<file path="config.mk">
export PLATFORM = sky130hd
export DESIGN_NAME = mtp_issue
export DESIGN_NICKNAME = d
export VERILOG_FILES = /design/src/rtl/marching_tetrahedra_polygonizer_core_assert.svh /design/src/rtl/mtp_pkg.sv /design/src/rtl/mtp_issue.sv
export SDC_FILE = /design/constraint.sdc
export NUM_CORES = 1
export LEC_CHECK = 0
export BUFFER_PORTS_ARGS = -buffer_cell sky130_fd_sc_hd__buf_2
export CORE_MARGIN = 4
export CORE_UTILIZATION = 62
export CTS_CLUSTER_DIAMETER = 60
export DETAILED_ROUTE_END_ITERATION = 12
export PLACE_DENSITY_LB_ADDON = 0.1
export SETUP_SLACK_MARGIN = 0.1
export SLEW_MARGIN = 20
export SYNTH_ARGS = -nofsm -noshare
export SYNTH_HDL_FRONTEND = slang
export SYNTH_SLANG_ARGS = --single-unit
</file>
<file path="constraint.sdc">
create_clock -name clk -period 13.4 [get_ports clk]
set_input_delay 0.67 -clock clk [delete_from_list [all_inputs] [get_ports clk]]
set_output_delay 0.67 -clock clk [all_outputs]
set_load 0.05 [all_outputs]
</file>
<file path="src/rtl/marching_tetrahedra_polygonizer_core_assert.svh">
// Assertion macros for the polygonizer core RTL.
// Depends on nothing; include inside a module body.
`ifndef MARCHING_TETRAHEDRA_POLYGONIZER_CORE_ASSERT_SVH
`define MARCHING_TETRAHEDRA_POLYGONIZER_CORE_ASSERT_SVH

// Same-cycle implication under reset
`define MTP_ASSERT_IMPLY(lbl, clk, rst_n, ante, cons, msg) \
	lbl: assert property (@(posedge clk) disable iff (!rst_n) (ante) |-> (cons)) \
		else $error(msg);

// Plain invariant under reset
`define MTP_ASSERT_ALWAYS(lbl, clk, rst_n, cond, msg) \
	lbl: assert property (@(posedge clk) disable iff (!rst_n) (cond)) else $error(msg);

`endif

</file>
<file path="src/rtl/mtp_pkg.sv">
// Shared constants, case tables and types for the tetrahedra polygonizer.
// No dependencies.
`default_nettype none
package mtp_pkg;

	localparam int GRID_SIDE_DEF   = 32;
	localparam int SAMPLE_BITS_DEF = 16;
	localparam int HALF_W = 12;
	localparam int OFF_W  = 5;
	localparam int IDX_W  = 5;
	localparam int QW     = 13;  // edge offset magnitude, at most 2*half_cell
	localparam int CW     = 20;  // cell center coordinate
	localparam int PW     = 21;  // corner coordinate
	localparam int OUT_W  = 16;
	localparam int NSLOT  = 10;  // two triangle slots per tetrahedron

	localparam logic [HALF_W-1:0] HALF_CELL_RST   = 12'd307;
	localparam logic [OFF_W-1:0]  GRID_OFFSET_RST = 5'd5;

	localparam logic REG_HALF_CELL   = 1'b0;
	localparam logic REG_GRID_OFFSET = 1'b1;

	// points per tetrahedron case
	localparam logic [2:0] EDGE_NP [16] = '{
		3'd0, 3'd3, 3'd3, 3'd4, 3'd3, 3'd4, 3'd4, 3'd3,
		3'd3, 3'd4, 3'd4, 3'd3, 3'd4, 3'd3, 3'd3, 3'd0
	};

	// crossing edges, coded {from[1:0], to[1:0]} over tetra corner slots
	localparam logic [3:0] EDGE_CODE [16][4] = '{
		'{4'd0,  4'd0,  4'd0,  4'd0},
		'{4'd3,  4'd2,  4'd1,  4'd0},
		'{4'd4,  4'd7,  4'd6,  4'd0},
		'{4'd3,  4'd7,  4'd6,  4'd2},
		'{4'd9,  4'd8,  4'd11, 4'd0},
		'{4'd3,  4'd11, 4'd9,  4'd1},
		'{4'd7,  4'd11, 4'd8,  4'd4},
		'{4'd3,  4'd7,  4'd11, 4'd0},
		'{4'd12, 4'd13, 4'd14, 4'd0},
		'{4'd1,  4'd13, 4'd14, 4'd2},
		'{4'd4,  4'd12, 4'd14, 4'd6},
		'{4'd2,  4'd6,  4'd14, 4'd0},
		'{4'd8,  4'd12, 4'd13, 4'd9},
		'{4'd1,  4'd9,  4'd13, 4'd0},
		'{4'd4,  4'd8,  4'd12, 4'd0},
		'{4'd0,  4'd0,  4'd0,  4'd0}
	};

	// cube corners of each tetrahedron, normal and flipped split
	localparam logic [2:0] SPLIT [2][5][4] = '{
		'{'{3'd0, 3'd4, 3'd5, 3'd7}, '{3'd5, 3'd6, 3'd2, 3'd7},
		  '{3'd0, 3'd5, 3'd1, 3'd2}, '{3'd0, 3'd2, 3'd3, 3'd7},
		  '{3'd0, 3'd5, 3'd2, 3'd7}},
		'{'{3'd0, 3'd4, 3'd3, 3'd1}, '{3'd4, 3'd6, 3'd1, 3'd5},
		  '{3'd1, 3'd6, 3'd3, 3'd2}, '{3'd4, 3'd6, 3'd3, 3'd7},
		  '{3'd4, 3'd6, 3'd3, 3'd1}}
	};

	// corner offset direction, bit 0 x, bit 1 y, bit 2 z; 1 means +half_cell
	localparam logic [2:0] CORNER_POS [8] = '{
		3'b000, 3'b001, 3'b011, 3'b010, 3'b100, 3'b101, 3'b111, 3'b110
	};

	typedef struct packed {
		logic                  valid;
		logic                  last;
		logic [2:0][2:0]       cu;
		logic [2:0][2:0]       cv;
		logic [2:0][IDX_W-1:0] idx;
	} issue_t;

	typedef struct packed {
		logic [2:0][PW-1:0] p0;
		logic [2:0]         differ;
		logic [2:0]         neg;
	} side_pt_t;

	typedef struct packed {
		logic            valid;
		logic            last;
		side_pt_t [2:0]  pt;
	} side_t;

endpackage
`default_nettype wire

</file>
<file path="src/rtl/mtp_issue.sv">
// Cell hold register and triangle sequencer: one triangle issued per cycle.
// Depends on mtp_pkg.
`default_nettype none
module mtp_issue #(
	parameter int SAMPLE_BITS = 16
) (
	input  wire logic                                clk,
	input  wire logic                                arst_n,
	input  wire logic                                start,
	output logic                                     busy,
	input  wire logic                                flipped,
	input  wire logic [2:0][mtp_pkg::IDX_W-1:0]      idx,
	input  wire logic [7:0][SAMPLE_BITS-1:0]         sample,
	output mtp_pkg::issue_t                          ctl_s1,
	output logic [2:0][SAMPLE_BITS-1:0]              su_s1,
	output logic [2:0][SAMPLE_BITS-1:0]              sv_s1
);
	import mtp_pkg::*;

	function automatic logic [NSLOT-1:0] slot_mask(input logic [7:0] neg, input logic par);
		logic [NSLOT-1:0] m;
		logic [3:0]       tb;
		m = '0;
		for (int t = 0; t < 5; t++) begin
			for (int j = 0; j < 4; j++)
				tb[j] = neg[SPLIT[par][t][j]];
			m[2*t]   = (EDGE_NP[tb] != 3'd0);
			m[2*t+1] = (EDGE_NP[tb] == 3'd4);
		end
		return m;
	endfunction

	logic                         hold_v_q;
	logic [NSLOT-1:0]             mask_q;
	logic                         par_q;
	logic [2:0][IDX_W-1:0]        idx_q;
	logic [7:0][SAMPLE_BITS-1:0]  smp_q;

	logic [7:0]       in_neg, neg_q;
	logic [NSLOT-1:0] in_mask, sel;
	logic [3:0]       slot;
	logic [2:0]       tet;
	logic [3:0]       tb;
	logic [1:0]       pick [3];
	logic [3:0]       ecode [3];
	logic [2:0]       cu [3];
	logic [2:0]       cv [3];
	logic             last, accept;

	always_comb begin
		for (int c = 0; c < 8; c++) begin
			in_neg[c] = sample[c][SAMPLE_BITS-1];
			neg_q[c]  = smp_q[c][SAMPLE_BITS-1];
		end
	end
	assign in_mask = slot_mask(in_neg, flipped);

	// pick the lowest pending slot
	always_comb begin
		slot = '0;
		for (int i = NSLOT - 1; i >= 0; i--)
			if (mask_q[i]) slot = 4'(i);
	end
	assign sel  = NSLOT'(1) << slot;
	assign last = ((mask_q & (mask_q - NSLOT'(1))) == '0);
	assign busy = hold_v_q && !last;
	assign accept = start && !busy;
	assign tet  = slot[3:1];

	// resolve the triangle's edges, one per vertex, to cube corners
	always_comb begin
		for (int j = 0; j < 4; j++)
			tb[j] = neg_q[SPLIT[par_q][tet][j]];
		if (EDGE_NP[tb] == 3'd3) begin
			pick[0] = 2'd0; pick[1] = 2'd1; pick[2] = 2'd2;
		end else if (!slot[0]) begin
			pick[0] = 2'd0; pick[1] = 2'd1; pick[2] = 2'd3;
		end else begin
			pick[0] = 2'd1; pick[1] = 2'd2; pick[2] = 2'd3;
		end
		for (int j = 0; j < 3; j++) begin
			ecode[j] = EDGE_CODE[tb][pick[j]];
			cu[j]    = SPLIT[par_q][tet][ecode[j][3:2]];
			cv[j]    = SPLIT[par_q][tet][ecode[j][1:0]];
		end
	end

	// hold the cell and walk its slots
	always_ff @(posedge clk or negedge arst_n) begin
		if (!arst_n) begin
			hold_v_q <= 1'b0;
			mask_q   <= '0;
		end else if (accept) begin
			hold_v_q <= (in_mask != '0);
			mask_q   <= in_mask;
		end else if (hold_v_q) begin
			hold_v_q <= !last;
			mask_q   <= mask_q & ~sel;
		end
	end

	always_ff @(posedge clk) begin
		if (accept) begin
			par_q <= flipped;
			idx_q <= idx;
			smp_q <= sample;
		end
	end

	// issue register
	always_ff @(posedge clk or negedge arst_n) begin
		if (!arst_n) begin
			ctl_s1 <= '0;
		end else begin
			ctl_s1.valid <= hold_v_q;
			ctl_s1.last  <= last;
			ctl_s1.idx   <= idx_q;
			for (int j = 0; j < 3; j++) begin
				ctl_s1.cu[j] <= cu[j];
				ctl_s1.cv[j] <= cv[j];
			end
		end
	end

	always_ff @(posedge clk) begin
		for (int j = 0; j < 3; j++) begin
			su_s1[j] <= smp_q[cu[j]];
			sv_s1[j] <= smp_q[cv[j]];
		end
	end

endmodule
`default_nettype wire

</file>
**Yosys cells after proc, flatten, opt, wreduce, memory -nomap -nowiden**

Memories as Yosys holds them, arrays and structs flattened.
Index checks and enable logic that the tools add are counted.
Widths: inputs -> output; s select.

- Flip-flop bits (word level): 286
- Latch bits: 0
- RAM bits: 0
- ROM bits: 544
- Input port bits: 147
- Output and inout bits: 132
- Memories kept: 7

Memories:

| name | depth | bits a word | read ports | clocked after Yosys merged registers in | write ports | line | text |
|---|---|---|---|---|---|---|---|
| (no name shown) | 16 | 16 | 1 | 0 | 0 | mtp_issue.sv:82 | `ecode[j] = EDGE_CODE[tb][pick[j]];` |
| (no name shown) | 16 | 3 | 1 | 0 | 0 | mtp_issue.sv:74 | `if (EDGE_NP[tb] == 3'd3) begin` |
| (no name shown) | 16 | 3 | 1 | 0 | 0 | mtp_issue.sv:28 | `m[2*t+1] = (EDGE_NP[tb] == 3'd4);` |
| (no name shown) | 16 | 3 | 1 | 0 | 0 | mtp_issue.sv:28 |  |
| (no name shown) | 16 | 3 | 1 | 0 | 0 | mtp_issue.sv:28 |  |
| (no name shown) | 16 | 3 | 1 | 0 | 0 | mtp_issue.sv:28 |  |
| +1 memories | -- | -- | -- | -- | -- | -- |  |

- Add/sub/neg operators: 1
- $mul: 0
- Divide/modulo/power cells: 0
- $lt $le $gt $ge: 48
- Equal/unequal tests: 6
- Shift operators: 1
- Mux-type cells: 126
- Bitwise operators: 21
- Reductions and logical operators: 12

Operators by type and width:

| operator | count |
|---|---|
| $bmux 16 s3 | 6 |
| $mux 60 | 4 |
| $mux 16 | 8 |
| $lt 3x4->1 const B | 30 |
| $mux 54 | 2 |
| $bmux 1 s3 | 24 |
| $mux 3 | 24 |
| $mux 4 | 16 |
| $bmux 12 s3 | 1 |
| $bmux 3 s2 | 6 |
| $ge 5x5->1 const B | 6 |
| $not 4->5 | 6 |
| $ge 3x3->1 const B | 9 |
| $not 2->3 | 9 |
| $mux 1 | 26 |
| $bmux 4 s2 | 3 |
| $mux 12 | 2 |
| $and 10x10->10 | 2 |
| $mux 10 | 2 |
| $eq 3x3->1 const B | 5 |
| $reduce_bool 3->1 | 5 |
| $logic_not 10->1 | 1 |
| $mux 5 | 2 |
| $not 10->10 | 1 |
| other kinds (11) | 15 |

**Longest topological paths before layout**

Gate-level depths: netlist of the first run.

- Word-level depth: 32
- Depth in mapped cells: 24
- Depth with buffers taken out: 22

**Least setup slack after synthesis of the first run**

OpenSTA, ideal clock, no wires.

- Path type: flip-flop to flip-flop
- Start point: register mask_q[4]
- End point: register su_s1[21] (netlist name)
- Library setup time: 126 ps
- Arrival: 5192 ps
- Slack: 8082 ps
- Cell stages (with the launch flop): 21
- Period minus slack after synthesis: 5318 ps
- Path through: dfrtp_1 clkbuf_1 o31ai_1 and2_1 inv_1 ha_1 and3_1 nor3_1 mux2_2 ha_1 inv_1 nor4_1 or4b_4 nor2_4 mux2_4 mux4_2 nand2b_1 buf_2 buf_6 o22ai_1 a221oi_2

RTL lines:

| what | line | text |
|---|---|---|
| from (decl) | mtp_issue.sv:34 | `logic [NSLOT-1:0] mask_q;` |
| from (signal assigned) | mtp_issue.sv:95 | `mask_q <= in_mask;` |
| from (signal assigned) | mtp_issue.sv:98 | `mask_q <= mask_q & ~sel;` |
| to (signal, indexed assignment) | mtp_issue.sv:127 | `su_s1[j] <= smp_q[cu[j]];` |
| to (decl) | mtp_issue.sv:15 | `output logic [2:0][SAMPLE_BITS-1:0] su_s1,` |

**Worst setup path in the final report of the first run**

- Start point: register mask_q[5]
- End point: register sv_s1[14] (netlist name)

- Longest elaborated chain between the ends: 28
- Elaborated cells on any way between the ends: 38
- Classes of those cells: 1 x eq/ne; 31 x mux; 4 x bitwise; 2 x memory

Ends and longest elaborated chain:

| what | line | text |
|---|---|---|
| $mux 4 (*) (6 in a row) | mtp_issue.sv:62 | `if (mask_q[i]) slot = 4'(i);` |
| $not 3->4 (implied by the code) | mtp_issue.sv:73, mtp_issue.sv:84 |  |
| $bmux 12 s3 | mtp_issue.sv:73, mtp_issue.sv:84 |  |
| $mux 12 (implied by the code) (2 in a row) | mtp_issue.sv:73 | `tb[j] = neg_q[SPLIT[par_q][tet][j]];` |
| $bmux 1 s3 | mtp_issue.sv:73 |  |
| $mux 1 (implied by the code) | mtp_issue.sv:73 |  |
| $not 4->5 (implied by the code) | mtp_issue.sv:74, mtp_issue.sv:82 |  |
| $mem_v2 16x3 | -- |  |
| (+4 left out) | -- |  |
| $not 2->3 (implied by the code) | mtp_issue.sv:82 |  |
| $bmux 4 s2 | mtp_issue.sv:82 |  |
| $mux 4 (implied by the code) (2 in a row) | mtp_issue.sv:82 |  |
| $not 2->3 (implied by the code) | mtp_issue.sv:84 | `cv[j] = SPLIT[par_q][tet][ecode[j][1:0]];` |
| $bmux 3 s2 (*) | mtp_issue.sv:84 |  |
| $mux 3 (implied by the code) (*) (2 in a row) | mtp_issue.sv:84 |  |
| $bmux 16 s3 (*) | mtp_issue.sv:128 | `sv_s1[j] <= smp_q[cv[j]];` |
| $mux 16 (implied by the code) (*) | mtp_issue.sv:128 |  |
| to (signal, indexed assignment) | mtp_issue.sv:128 |  |
| to (decl) | mtp_issue.sv:16 | `output logic [2:0][SAMPLE_BITS-1:0] sv_s1` |

Every way passes the cells marked *; elsewhere a longest branch is shown, timed or not. The select of a mux whose other input is x is not followed.
A chain may end at the register's enable or synchronous reset.

==> impl_metrics.prom, run 1 <==
# TYPE chip_impl_metric gauge
chip_impl_info{name="run_status",value="completed"} 1
chip_impl_info{name="cts_tree",value="done"} 1
chip_impl_metric{name="area_inside_the_core_boundary",unit="sq mm"} 0.0270
chip_impl_metric{name="cts_max_path_buffers",unit=""} 3
chip_impl_metric{name="critPathMaxFanout",unit=""} 81
chip_impl_info{name="rsz0062_at_grt",value="no"} 1
chip_impl_info{name="cts_root_buffer",value="sky130_fd_sc_hd__clkbuf_16"} 1
chip_impl_metric{name="final_nets",unit=""} 2089
chip_impl_metric{name="final.min_clock_period",unit="ns"} 6.97
chip_impl_metric{name="synthesis.instances",unit=""} 1718
chip_impl_metric{name="slew_violations",unit=""} 0
chip_impl_metric{name="route.final.wire_length",unit="um"} 56200
chip_impl_metric{name="seq_area_frac_synth",unit=""} 0.436
chip_impl_info{name="synth_ff_type",value="sky130_fd_sc_hd__edfxtp_1"} 1
chip_impl_metric{name="max_slew.worst_pin.slew",unit="ns"} 1.18
chip_impl_metric{name="synth-edff-count",unit=""} 144
chip_impl_metric{name="first_pass_iters",unit=""} 6
chip_impl_metric{name="synthesis.yosys.warnings",unit=""} 0
chip_impl_metric{name="pin_count",unit=""} 279
chip_impl_metric{name="grt_max_degree",unit=""} 129
chip_impl_metric{name="timing_hold_violations_final",unit=""} 0
chip_impl_metric{name="std_cell_rows",unit=""} 60
chip_impl_metric{name="syn-mean-instance-area",unit="sq um"} 9.87
chip_impl_metric{name="clock_latency_of_the_later_clocked_register_in_the_worst_skew_pair",unit="ns"} 0.53
chip_impl_metric{name="detail-route-antenna-nets",unit=""} 0
chip_impl_metric{name="setup_viol_count_final",unit=""} 0
chip_impl_metric{name="routabilityCongestion",unit=""} 0.986
chip_impl_metric{name="vias",unit=""} 15559
chip_impl_info{name="critPathKind",value="register to register"} 1
chip_impl_metric{name="wl_per_cell",unit="um"} 24.5
chip_impl_metric{name="cts.htree.levels",unit=""} 2
chip_impl_metric{name="antenna_found_initial",unit=""} 1
chip_impl_metric{name="synth.net_count",unit=""} 1887
chip_impl_metric{name="maxSlewHeadroom",unit=""} 0.207
chip_impl_metric{name="grt_pass1_vias",unit=""} 14857
chip_impl_metric{name="cts_inserted_buffers",unit=""} 36
chip_impl_metric{name="proportion_of_synthesized_flip_flops_having_asynchronous_set_or_reset",unit=""} 0.161
chip_impl_metric{name="dieArea",unit="sq mm"} 0.0301
chip_impl_metric{name="maxClockFrequency",unit="GHz"} 0.143
chip_impl_metric{name="worst_r2r_path_depth",unit=""} 17
chip_impl_metric{name="timing.critical_path.required",unit="ns"} 13.74
chip_impl_metric{name="postCtsResizedCells",unit=""} 0
chip_impl_metric{name="cts_post_setup_buffers_inserted",unit=""} 0
chip_impl_metric{name="synth.distinct_cells",unit=""} 86
chip_impl_metric{name="numPortBuffers",unit=""} 278
chip_impl_metric{name="worst_ep_arrival_time",unit="ns"} 7.31
chip_impl_metric{name="die_h",unit="um"} 173
chip_impl_metric{name="cts.sinks",unit=""} 286
chip_impl_info{name="worstSetupEndpointType",value="register"} 1
chip_impl_metric{name="synth_area",unit="sq mm"} 0.0170
chip_impl_metric{name="holdWs",unit="ns"} 0.277
chip_impl_info{name="ranking_of_synthesized_cells_by_area",value="sky130_fd_sc_hd__edfxtp_1, sky130_fd_sc_hd__mux2i_1, sky130_fd_sc_hd__dfxtp_1"} 1
chip_impl_metric{name="totalNegativeSetupSlack",unit="ns"} 0
chip_impl_metric{name="clkSlewWorstSetupHoldPaths",unit="ns"} 0.06
chip_impl_metric{name="detail_route.iter0.violations",unit=""} 2144
chip_impl_metric{name="area.growth.synth_to_final",unit="%"} 15.3
chip_impl_metric{name="period_share",unit=""} 0.520
chip_impl_metric{name="detail_route.vias_per_cell",unit=""} 6.79
chip_impl_metric{name="start_util",unit=""} 0.629
chip_impl_info{name="regToRegStartpoint",value="mask_q[5]"} 1
chip_impl_metric{name="global_route.usage.total",unit=""} 0.356
chip_impl_info{name="yosysTopAreaCell",value="sky130_fd_sc_hd__edfxtp_1"} 1
chip_impl_info{name="terminus_of_the_critical_flop_to_flop_path",value="sv_s1[14]"} 1
chip_impl_metric{name="number_of_remaining_drc_errors",unit=""} 0
chip_impl_info{name="timing.hold.worst.class",value="primary input to async pin"} 1
chip_impl_metric{name="die_width",unit="um"} 173
chip_impl_metric{name="yosys_register_bits",unit=""} 286
chip_impl_metric{name="timing.max_cap.violations",unit=""} 0
chip_impl_metric{name="drive_gt1_frac",unit=""} 0.235
chip_impl_metric{name="r2r_slack",unit="ns"} 6.43
chip_impl_info{name="critical_path.startpoint_type",value="register"} 1
chip_impl_metric{name="dpl.hpwl",unit="um"} 37200
chip_impl_metric{name="filler_instances",unit=""} 1914
chip_impl_metric{name="grt_first_pass_wirelength",unit="um"} 85800
chip_impl_metric{name="grt-ovfl-total",unit=""} 0
chip_impl_metric{name="yosys.area.top_type_share",unit=""} 0.255
chip_impl_metric{name="cts_hold_fix_bufs",unit=""} 0
chip_impl_metric{name="clock-skew-final",unit="ns"} 0.0156
stage by stage:
step           std cells  setup slack (ns)  utilization  area [sq um]
6_report            2291              6.43        0.726         19600
5_1_grt             2289              5.98        0.726         19600
4_1_cts             2288              6.34        0.725         19500
3_5_place_dp        2222              6.38        0.679         18300
3_3_place_gp        2222              6.60        0.679         18300
2_1_floorplan       1718              8.08            -         17000
metal layers:
layer,vias up,track usage,share of wire
met3,211,0.0862,0.11
met2,1106,0.548,0.45
li1,6836,-,-
met5,-,0,0
met1,7406,0.490,0.40
met4,0,0.142,0.041
cell families (layout without fill, tap and decap cells):
family / after synthesis / count (layout) / synth area share
DFF: 286 / 286 / 0.436
buffers and inverters: 234 / 464 / 0.0638
adders and majority gates: 23 / 23 / 0.0168
other: 0 / 2 / 0
AOI/OAI and AO/OA: 474 / 474 / 0.196
xor gates and xnor gates: 5 / 5 / 0.00258
muxes: 259 / 259 / 0.160
and+or+nand+nor: 437 / 437 / 0.125
how the worst max path moves through the flow:
stage          cells after the start         to      start
3_5_place_dp                      19  sv_s1[31]  mask_q[5]
5_1_grt                           17  sv_s1[14]  mask_q[5]
4_1_cts                           19  sv_s1[31]  mask_q[5]
2_1_floorplan                     20  su_s1[21]  mask_q[4]
6_report                          17  sv_s1[14]  mask_q[5]
3_3_place_gp                      19  sv_s1[31]  mask_q[5]
flip-flops by register name (all words and copies together) (netlist names):
| signal | flops |
|---|---|
| sv_s1 | 48 |
| smp_q | 120 |
| mask_q | 10 |
| su_s1 | 48 |
| ctl_s1 | 35 |
| hold_v_q | 1 |
| idx_q | 15 |
| par_q | 1 |
| neg_q | 8 |
cells in the mapped netlist, drive strengths merged, types with 7 or more instances:
library cell,count
edfxtp,144
and4,15
a22o,20
and2,21
o211ai,35
a211oi,106
dfxtp,96
dfrtp,46
mux2,41
o2111ai,31
o22ai,19
a21o,7
o21ai,79
a31oi,8
mux2i,214
buf,81
nand3,46
nor3,77
inv,99
nor4,20
ha,22
a21oi,118
clkbuf,54
a221oi,16
nand2,109
nor2,124
cells in the final DEF (no fill, tap or decap), types with 22 or more instances in the layout:
cell | Yosys | routed
sky130_fd_sc_hd__mux2_2 | 39 | 38
sky130_fd_sc_hd__nand2_1 | 108 | 108
sky130_fd_sc_hd__ha_1 | 22 | 22
sky130_fd_sc_hd__buf_2 | 51 | 278
sky130_fd_sc_hd__o2111ai_1 | 31 | 31
sky130_fd_sc_hd__dfrtp_1 | 46 | 46
sky130_fd_sc_hd__o211ai_1 | 35 | 35
sky130_fd_sc_hd__nand3_1 | 45 | 45
sky130_fd_sc_hd__a21oi_1 | 117 | 115
sky130_fd_sc_hd__inv_1 | 97 | 96
sky130_fd_sc_hd__nor3_1 | 77 | 77
sky130_fd_sc_hd__a211oi_1 | 97 | 97
sky130_fd_sc_hd__dfxtp_1 | 96 | 96
sky130_fd_sc_hd__nor2_1 | 123 | 121
sky130_fd_sc_hd__mux2i_1 | 211 | 210
sky130_fd_sc_hd__clkbuf_16 | 0 | 37
sky130_fd_sc_hd__edfxtp_1 | 144 | 144
sky130_fd_sc_hd__o21ai_0 | 72 | 72
worst max-delay path: stages (launching register included):
cell and delay [ns]:
sky130_fd_sc_hd__dfrtp_1 0.48, sky130_fd_sc_hd__o31ai_1 0.33, sky130_fd_sc_hd__and2_1 0.27, sky130_fd_sc_hd__ha_1 0.29, sky130_fd_sc_hd__nand3_1 0.39, sky130_fd_sc_hd__mux2i_1 0.27
sky130_fd_sc_hd__mux2i_1 0.10, sky130_fd_sc_hd__mux2_2 0.35, sky130_fd_sc_hd__ha_1 0.43, sky130_fd_sc_hd__inv_1 0.16, sky130_fd_sc_hd__nor4_1 0.74, sky130_fd_sc_hd__or4b_4 0.32
sky130_fd_sc_hd__nor2_4 0.06, sky130_fd_sc_hd__mux2i_2 0.36, sky130_fd_sc_hd__mux2_4 0.96, sky130_fd_sc_hd__inv_1 0.73, sky130_fd_sc_hd__a211oi_1 0.42, sky130_fd_sc_hd__a211oi_1 0.10
cell type report:
| type | count | area (sq um) | share of cell area |
|---|---|---|---|
| Multi-Input combinational cell | 1198 | 8570 | 0.438 |
| Sequential cell | 286 | 7400 | 0.378 |
| Clock inverter | 19 | 231 | 0.0118 |
| Inverter | 99 | 377 | 0.0193 |
| Clock buffer | 47 | 983 | 0.0503 |
| Timing Repair Buffer | 299 | 1570 | 0.0802 |
| Tap cell | 341 | 427 | 0.0218 |
| Antenna cell | 2 | 5.00 | 0.000256 |
Power of run 1 is left out: the tool's default activity adds up to more than one toggle a clock period on the data nets, which glitch-free logic cannot reach.
==> run 2, diff against run 1 <==
CORE_UTILIZATION = 58   (was 62)
clock period = 7 ns   (was 13.4 ns; I/O delays follow)
==> run 2 against run 1 <==
  * Critical path depth grew 1
  * Worst hold slack lost 0.28 ns
  * Setup slack lost 5.9 ns
  * The run now ends with hold timing left
  * Routed wire length grew 6.2%
  * Register-to-register slack lost 5.9 ns
  * Global-route usage grew 0.34 points
  * Non-clock buffer count grew 125
==> impl_metrics.prom, run 2 (synthesized netlist as in run 1, its figures left out) <==
# TYPE chip_impl_metric gauge
chip_impl_info{name="reg_top3",value="smp_q (120), su_s1 (48), sv_s1 (48)"} 1
chip_impl_metric{name="critPathMaxFanout",unit=""} 16
chip_impl_metric{name="cts_inserted_buffers",unit=""} 36
chip_impl_info{name="largest_register",value="smp_q"} 1
chip_impl_metric{name="largest_register_ff_count",unit=""} 120
chip_impl_metric{name="dpl.hpwl",unit="um"} 38500
chip_impl_metric{name="grt_first_pass_wirelength",unit="um"} 89500
chip_impl_info{name="failing_checks",value="hold timing"} 1
chip_impl_metric{name="route.final.wire_length",unit="um"} 59700
chip_impl_info{name="worstSetupEndpointType",value="register"} 1
chip_impl_metric{name="layout_utilization",unit=""} 0.729
chip_impl_info{name="rsz0062_at_grt",value="no"} 1
chip_impl_metric{name="die_h",unit="um"} 179
chip_impl_metric{name="setup_viol_count_final",unit=""} 0
chip_impl_metric{name="cts_max_path_buffers",unit=""} 3
chip_impl_metric{name="slew_violations",unit=""} 0
chip_impl_metric{name="holdWs",unit="ns"} -0.00539
chip_impl_metric{name="timing.critical_path.required",unit="ns"} 7.44
chip_impl_metric{name="final.min_clock_period",unit="ns"} 6.44
chip_impl_metric{name="start_util",unit=""} 0.589
chip_impl_metric{name="grt-ovfl-total",unit=""} 0
chip_impl_metric{name="num_antenna_cells",unit=""} 0
chip_impl_info{name="timing.critical_path.max_delay_family",value="simple AND/OR/NAND/NOR gates"} 1
chip_impl_info{name="critPathKind",value="register to register"} 1
chip_impl_metric{name="first_pass_iters",unit=""} 6
chip_impl_metric{name="drive_gt1_frac",unit=""} 0.230
chip_impl_metric{name="cts_post_setup_buffers_inserted",unit=""} 0
chip_impl_info{name="slowest_stage",value="sky130_fd_sc_hd__nand2_1"} 1
chip_impl_metric{name="min_delay_path_depth",unit=""} 1
chip_impl_info{name="timing.hold.worst.class",value="primary input to register"} 1
chip_impl_info{name="final_common_cell",value="sky130_fd_sc_hd__buf_2"} 1
chip_impl_metric{name="timing.max_cap.violations",unit=""} 0
chip_impl_info{name="cts_root_buffer",value="sky130_fd_sc_hd__clkbuf_16"} 1
chip_impl_info{name="terminus_of_the_critical_flop_to_flop_path",value="su_s1[23]"} 1
chip_impl_info{name="min_delay_worst_endpoint",value="smp_q[12]"} 1
chip_impl_metric{name="period_share",unit=""} 0.920
chip_impl_info{name="run_status",value="finished with violations"} 1
chip_impl_metric{name="timing_hold_violations_final",unit=""} 1
chip_impl_metric{name="area.growth.synth_to_final",unit="%"} 23.6
chip_impl_metric{name="clock-skew-final",unit="ns"} 0.0390
chip_impl_metric{name="routabilityCongestion",unit=""} 0.963
chip_impl_info{name="critical_path.startpoint_type",value="register"} 1
chip_impl_info{name="holdCritStartpoint",value="sample[12]"} 1
chip_impl_metric{name="totalNegativeSetupSlack",unit="ns"} 0
chip_impl_metric{name="final_nets",unit=""} 2214
chip_impl_metric{name="vias",unit=""} 16005
chip_impl_metric{name="clock_latency_of_the_later_clocked_register_in_the_worst_skew_pair",unit="ns"} 0.53
chip_impl_info{name="cp_cell_sequence",value="nor2_1 > o31ai_1 > and2_1 > inv_1 > ha_1 > a22oi_1 > mux2i_1 > mux2_2 > ha_1 > inv_1 > nor4_1 > or4b_4 > nor2_4 > mux2_4 > mux4_2 > nand2_1 > o22ai_1 > a221oi_2"} 1
chip_impl_metric{name="detail_route.iter0.violations",unit=""} 2023
chip_impl_metric{name="cts.sinks",unit=""} 286
chip_impl_metric{name="maxSlewHeadroom",unit=""} 0.307
chip_impl_metric{name="grt_pass1_vias",unit=""} 15507
chip_impl_metric{name="dieArea",unit="sq mm"} 0.0320
chip_impl_metric{name="r2r_slack",unit="ns"} 0.56
chip_impl_metric{name="detail_route.vias_per_cell",unit=""} 6.51
chip_impl_metric{name="clkSlewWorstSetupHoldPaths",unit="ns"} 0.06
chip_impl_metric{name="crit_buf_inv",unit=""} 2
chip_impl_metric{name="maxClockFrequency",unit="GHz"} 0.155
chip_impl_info{name="regToRegStartpoint",value="mask_q[7]"} 1
chip_impl_metric{name="wl_per_cell",unit="um"} 24.3
chip_impl_metric{name="numPortBuffers",unit=""} 278
chip_impl_metric{name="grt_max_degree",unit=""} 97
chip_impl_metric{name="area_inside_the_core_boundary",unit="sq mm"} 0.0288
chip_impl_metric{name="global_route.usage.total",unit=""} 0.360
chip_impl_metric{name="max_slew.worst_pin.slew",unit="ns"} 1.04
chip_impl_metric{name="detail-route-antenna-nets",unit=""} 0
chip_impl_metric{name="critPathMaxStageDelay",unit="ns"} 0.79
chip_impl_metric{name="pin_count",unit=""} 279
chip_impl_metric{name="worst_ep_arrival_time",unit="ns"} 6.88
chip_impl_info{name="cts_tree",value="done"} 1
chip_impl_metric{name="antenna_found_initial",unit=""} 1
chip_impl_metric{name="die_width",unit="um"} 179
chip_impl_metric{name="std_cell_rows",unit=""} 62
chip_impl_metric{name="worst_r2r_path_depth",unit=""} 18
chip_impl_metric{name="cts.htree.levels",unit=""} 2
chip_impl_metric{name="number_of_remaining_drc_errors",unit=""} 0
chip_impl_info{name="layout.cells.most_common_list",value="sky130_fd_sc_hd__buf_2, sky130_fd_sc_hd__mux2i_1, sky130_fd_sc_hd__edfxtp_1, sky130_fd_sc_hd__nor2_1, sky130_fd_sc_hd__a21oi_1"} 1
chip_impl_metric{name="filler_instances",unit=""} 2038
==> run 2: how the worst max path moves through the flow <==
stage                         start         to  slack [ns]  cells past startpoint
after global placement    mask_q[1]  su_s1[23]        0.83                     16
after global routing      mask_q[7]  su_s1[18]        0.13                     19
after floorplan           mask_q[4]  su_s1[21]        1.68                     20
final                     mask_q[7]  su_s1[23]        0.56                     18
after CTS                 mask_q[7]  su_s1[23]        0.77                     18
after detailed placement  mask_q[2]  su_s1[23]        0.83                     15
==> run 2: layout make-up <==
type,count,area [sq um],area share
clock inverter,24,314,0.0150
inverter,99,377,0.0180
sequential,286,7400,0.353
tap,384,480,0.0229
timing repair buffer,424,2860,0.136
multi-input combinational,1198,8580,0.409
clock buffer,42,966,0.0461
==> run 2: through the flow <==
step / cell area, sq um / instances / worst slack (ns)
2_1_floorplan: 17000 / 1718 / 1.68
3_3_place_gp: 18600 / 2284 / 0.826
3_5_place_dp: 18600 / 2284 / 0.831
4_1_cts: 20900 / 2451 / 0.767
5_1_grt: 21000 / 2457 / 0.133
6_report: 21000 / 2457 / 0.559
==> run 2: repair_timing <==
item | CTS | global route
setup endpoints to repair | 0 | 2
endpoints found under the hold margin | 112 | 6
gates resized for setup | 0 | 1
hold buffers | 101 | 6
==> run 2: worst register-to-register path, stage by stage (launching register included) <==
cell                       delay (ns)
sky130_fd_sc_hd__dfrtp_1         0.45
sky130_fd_sc_hd__nor2_1          0.10
sky130_fd_sc_hd__o31ai_1         0.26
sky130_fd_sc_hd__and2_1          0.28
sky130_fd_sc_hd__inv_1           0.13
sky130_fd_sc_hd__ha_1            0.26
sky130_fd_sc_hd__a22oi_1         0.47
sky130_fd_sc_hd__mux2i_1         0.14
sky130_fd_sc_hd__mux2_2          0.33
sky130_fd_sc_hd__ha_1            0.41
sky130_fd_sc_hd__inv_1           0.15
sky130_fd_sc_hd__nor4_1          0.76
sky130_fd_sc_hd__or4b_4          0.32
sky130_fd_sc_hd__nor2_4          0.06
sky130_fd_sc_hd__mux2_4          0.36
sky130_fd_sc_hd__mux4_2          0.50
sky130_fd_sc_hd__nand2_1         0.79
sky130_fd_sc_hd__o22ai_1         0.32
sky130_fd_sc_hd__a221oi_2        0.27
==> run 2: routing by layer <==
metal  routed length [um]  vias to the layer above  global-route usage
li1                     -                     7090                   -
met5                   13                        -                   0
met3                 6260                      194              0.0742
met1                24400                     7646               0.506
met4                 1920                        2               0.121
met2                27100                     1073               0.558
Power of run 2 is left out for the same reason.
==> run 3, diff against run 2 <==
CTS_BUF_LIST = sky130_fd_sc_hd__clkbuf_16   (was default)
==> run 3 against run 2 <==
  * The run still ends with hold timing left
  * First-iteration DRC count fell by 2.9%
  * Die area did not move
  * Via count fell by 0.11%
  * Critical path type unchanged
  * Utilization barely moved
  * Sequential cell count did not move
  * Setup slack got worse by 0.0047 ns
  * Routed wire length rose by 0.17%
  * Cell area barely moved
==> impl_metrics.prom, run 3 (synthesized netlist as in run 1, its figures left out) <==
# TYPE chip_impl_metric gauge
chip_impl_info{name="run_status",value="finished with violations"} 1
chip_impl_info{name="failing_checks",value="hold timing"} 1
chip_impl_metric{name="std_cell_rows",unit=""} 62
chip_impl_metric{name="detail_route.vias_per_cell",unit=""} 6.50
chip_impl_metric{name="period_share",unit=""} 0.921
chip_impl_info{name="holdCritStartpoint",value="sample[12]"} 1
chip_impl_metric{name="wl_per_cell",unit="um"} 24.3
chip_impl_metric{name="clkSlewWorstSetupHoldPaths",unit="ns"} 0.06
chip_impl_metric{name="grt_pass1_vias",unit=""} 15506
chip_impl_metric{name="grt_first_pass_wirelength",unit="um"} 89500
chip_impl_metric{name="final_nets",unit=""} 2214
chip_impl_metric{name="critPathMaxStageDelay",unit="ns"} 0.79
chip_impl_metric{name="grt_max_degree",unit=""} 97
chip_impl_info{name="cts_root_buffer",value="sky130_fd_sc_hd__clkbuf_16"} 1
chip_impl_metric{name="antenna_found_initial",unit=""} 1
chip_impl_metric{name="totalNegativeSetupSlack",unit="ns"} 0
chip_impl_metric{name="final.min_clock_period",unit="ns"} 6.45
chip_impl_metric{name="grt-ovfl-total",unit=""} 0
chip_impl_info{name="final_common_cell",value="sky130_fd_sc_hd__buf_2"} 1
chip_impl_metric{name="holdWs",unit="ns"} -0.00431
chip_impl_info{name="critPathLaunch",value="mask_q[7]"} 1
chip_impl_info{name="critical_path.startpoint_type",value="register"} 1
chip_impl_info{name="rsz0062_at_grt",value="no"} 1
chip_impl_info{name="cts_tree",value="done"} 1
chip_impl_info{name="terminus_of_the_critical_flop_to_flop_path",value="su_s1[23]"} 1
chip_impl_metric{name="timing.critical_path.required",unit="ns"} 7.43
chip_impl_metric{name="maxClockFrequency",unit="GHz"} 0.155
chip_impl_metric{name="drive_gt1_frac",unit=""} 0.230
chip_impl_info{name="largest_register",value="smp_q"} 1
chip_impl_metric{name="die_h",unit="um"} 179
chip_impl_metric{name="routabilityCongestion",unit=""} 0.963
chip_impl_info{name="critPathKind",value="register to register"} 1
chip_impl_info{name="layout.cells.most_common_list",value="sky130_fd_sc_hd__buf_2, sky130_fd_sc_hd__mux2i_1, sky130_fd_sc_hd__edfxtp_1, sky130_fd_sc_hd__nor2_1, sky130_fd_sc_hd__a21oi_1"} 1
chip_impl_metric{name="dieArea",unit="sq mm"} 0.0320
chip_impl_metric{name="dpl.hpwl",unit="um"} 38500
chip_impl_metric{name="cts_post_setup_buffers_inserted",unit=""} 0
chip_impl_metric{name="detail_route.iter0.violations",unit=""} 1964
chip_impl_metric{name="maxSlewHeadroom",unit=""} 0.311
chip_impl_metric{name="pin_count",unit=""} 279
chip_impl_metric{name="max_slew.worst_pin.slew",unit="ns"} 1.03
chip_impl_info{name="cp_cell_sequence",value="nor2_1 > o31ai_1 > and2_1 > inv_1 > ha_1 > a22oi_1 > mux2i_1 > mux2_2 > ha_1 > inv_1 > nor4_1 > or4b_4 > nor2_4 > mux2_4 > mux4_2 > nand2_1 > o22ai_1 > a221oi_2"} 1
chip_impl_metric{name="cts.htree.levels",unit=""} 2
chip_impl_metric{name="worst_ep_arrival_time",unit="ns"} 6.88
chip_impl_metric{name="area_inside_the_core_boundary",unit="sq mm"} 0.0288
chip_impl_metric{name="worst_r2r_path_depth",unit=""} 18
chip_impl_info{name="crit_end",value="su_s1[23]"} 1
chip_impl_metric{name="cts_inserted_buffers",unit=""} 36
chip_impl_info{name="regToRegStartpoint",value="mask_q[7]"} 1
chip_impl_metric{name="timing_hold_violations_final",unit=""} 1
chip_impl_metric{name="critPathMaxFanout",unit=""} 16
chip_impl_metric{name="largest_register_ff_count",unit=""} 120
chip_impl_metric{name="slew_violations",unit=""} 0
chip_impl_metric{name="setup_viol_count_final",unit=""} 0
chip_impl_metric{name="numPortBuffers",unit=""} 278
chip_impl_metric{name="clock_latency_of_the_later_clocked_register_in_the_worst_skew_pair",unit="ns"} 0.53
chip_impl_metric{name="timing.max_cap.violations",unit=""} 0
chip_impl_info{name="timing.hold.worst.class",value="primary input to register"} 1
chip_impl_metric{name="detail-route-antenna-nets",unit=""} 0
chip_impl_metric{name="route.final.wire_length",unit="um"} 59800
chip_impl_metric{name="vias",unit=""} 15988
chip_impl_metric{name="cts_max_path_buffers",unit=""} 3
chip_impl_metric{name="cts.sinks",unit=""} 286
chip_impl_metric{name="start_util",unit=""} 0.589
chip_impl_metric{name="r2r_slack",unit="ns"} 0.55
chip_impl_info{name="reg_top3",value="smp_q (120), su_s1 (48), sv_s1 (48)"} 1
chip_impl_metric{name="die_width",unit="um"} 179
chip_impl_metric{name="filler_instances",unit=""} 2037
chip_impl_metric{name="clock-skew-final",unit="ns"} 0.0387
chip_impl_info{name="worstSetupEndpointType",value="register"} 1
chip_impl_info{name="slowest_stage",value="sky130_fd_sc_hd__nand2_1"} 1
chip_impl_metric{name="first_pass_iters",unit=""} 6
chip_impl_metric{name="number_of_remaining_drc_errors",unit=""} 0
chip_impl_metric{name="area.growth.synth_to_final",unit="%"} 23.6
chip_impl_metric{name="global_route.usage.total",unit=""} 0.360
run 3: what timing repair did:
action                                  4_1_cts  5_1_grt
hold buffers                                101        6
gates resized for setup                       0        1
endpoints found under the setup margin        0        2
endpoints found under the hold margin       112        6
run 3: worst max-delay path: cells and delay by family (launching register included):
family          cells  cell delay, ns
compound gates      4            1.31
simple gates        6            2.31
flops               1            0.45
mux                 4            1.34
buf+inv             2            0.28
fa+ha+maj           2            0.67
run 3: metal layers:
| layer | GRT usage | share of wire | routed length [um] | vias up |
|---|---|---|---|---|
| li1 | - | - | - | 7087 |
| met3 | 0.0742 | 0.11 | 6410 | 191 |
| met1 | 0.505 | 0.40 | 24200 | 7618 |
| met5 | 0 | 0.00022 | 13 | - |
| met4 | 0.121 | 0.032 | 1940 | 2 |
| met2 | 0.558 | 0.46 | 27300 | 1090 |
run 3: final cells by class:
cell class	instances	area, sq um	share of cell area
repair buffers	424	2860	0.136
inverters	99	377	0.0180
diodes	1	2.50	0.000119
well taps	384	480	0.0229
multi-input cells	1198	8580	0.409
clock buffers	38	951	0.0453
clock inverters	28	329	0.0157
flip-flops and latches	286	7400	0.353
run 3: metrics by stage:
step / util / setup WS, ns / instances / area, sq um
6_report: 0.729 / 0.554 / 2458 / 21000
5_1_grt: 0.729 / 0.133 / 2457 / 21000
4_1_cts: 0.726 / 0.767 / 2451 / 20900
3_5_place_dp: 0.647 / 0.831 / 2284 / 18600
3_3_place_gp: 0.647 / 0.826 / 2284 / 18600
2_1_floorplan: - / 1.68 / 1718 / 17000
run 3: worst min-delay path by stage:
stage / slack, ns / depth (start not counted) / end
floorplan: 0.05 / 0 / ctl_s1[0]
global placement: 0.33 / 0 / ctl_s1[7]
detailed placement: 0.33 / 0 / ctl_s1[14]
CTS: 0.0008 / 1 / smp_q[82]
global route: 0.002 / 1 / smp_q[32]
finish: -0.004 / 1 / smp_q[12]
Power of run 3 is left out for the same reason.
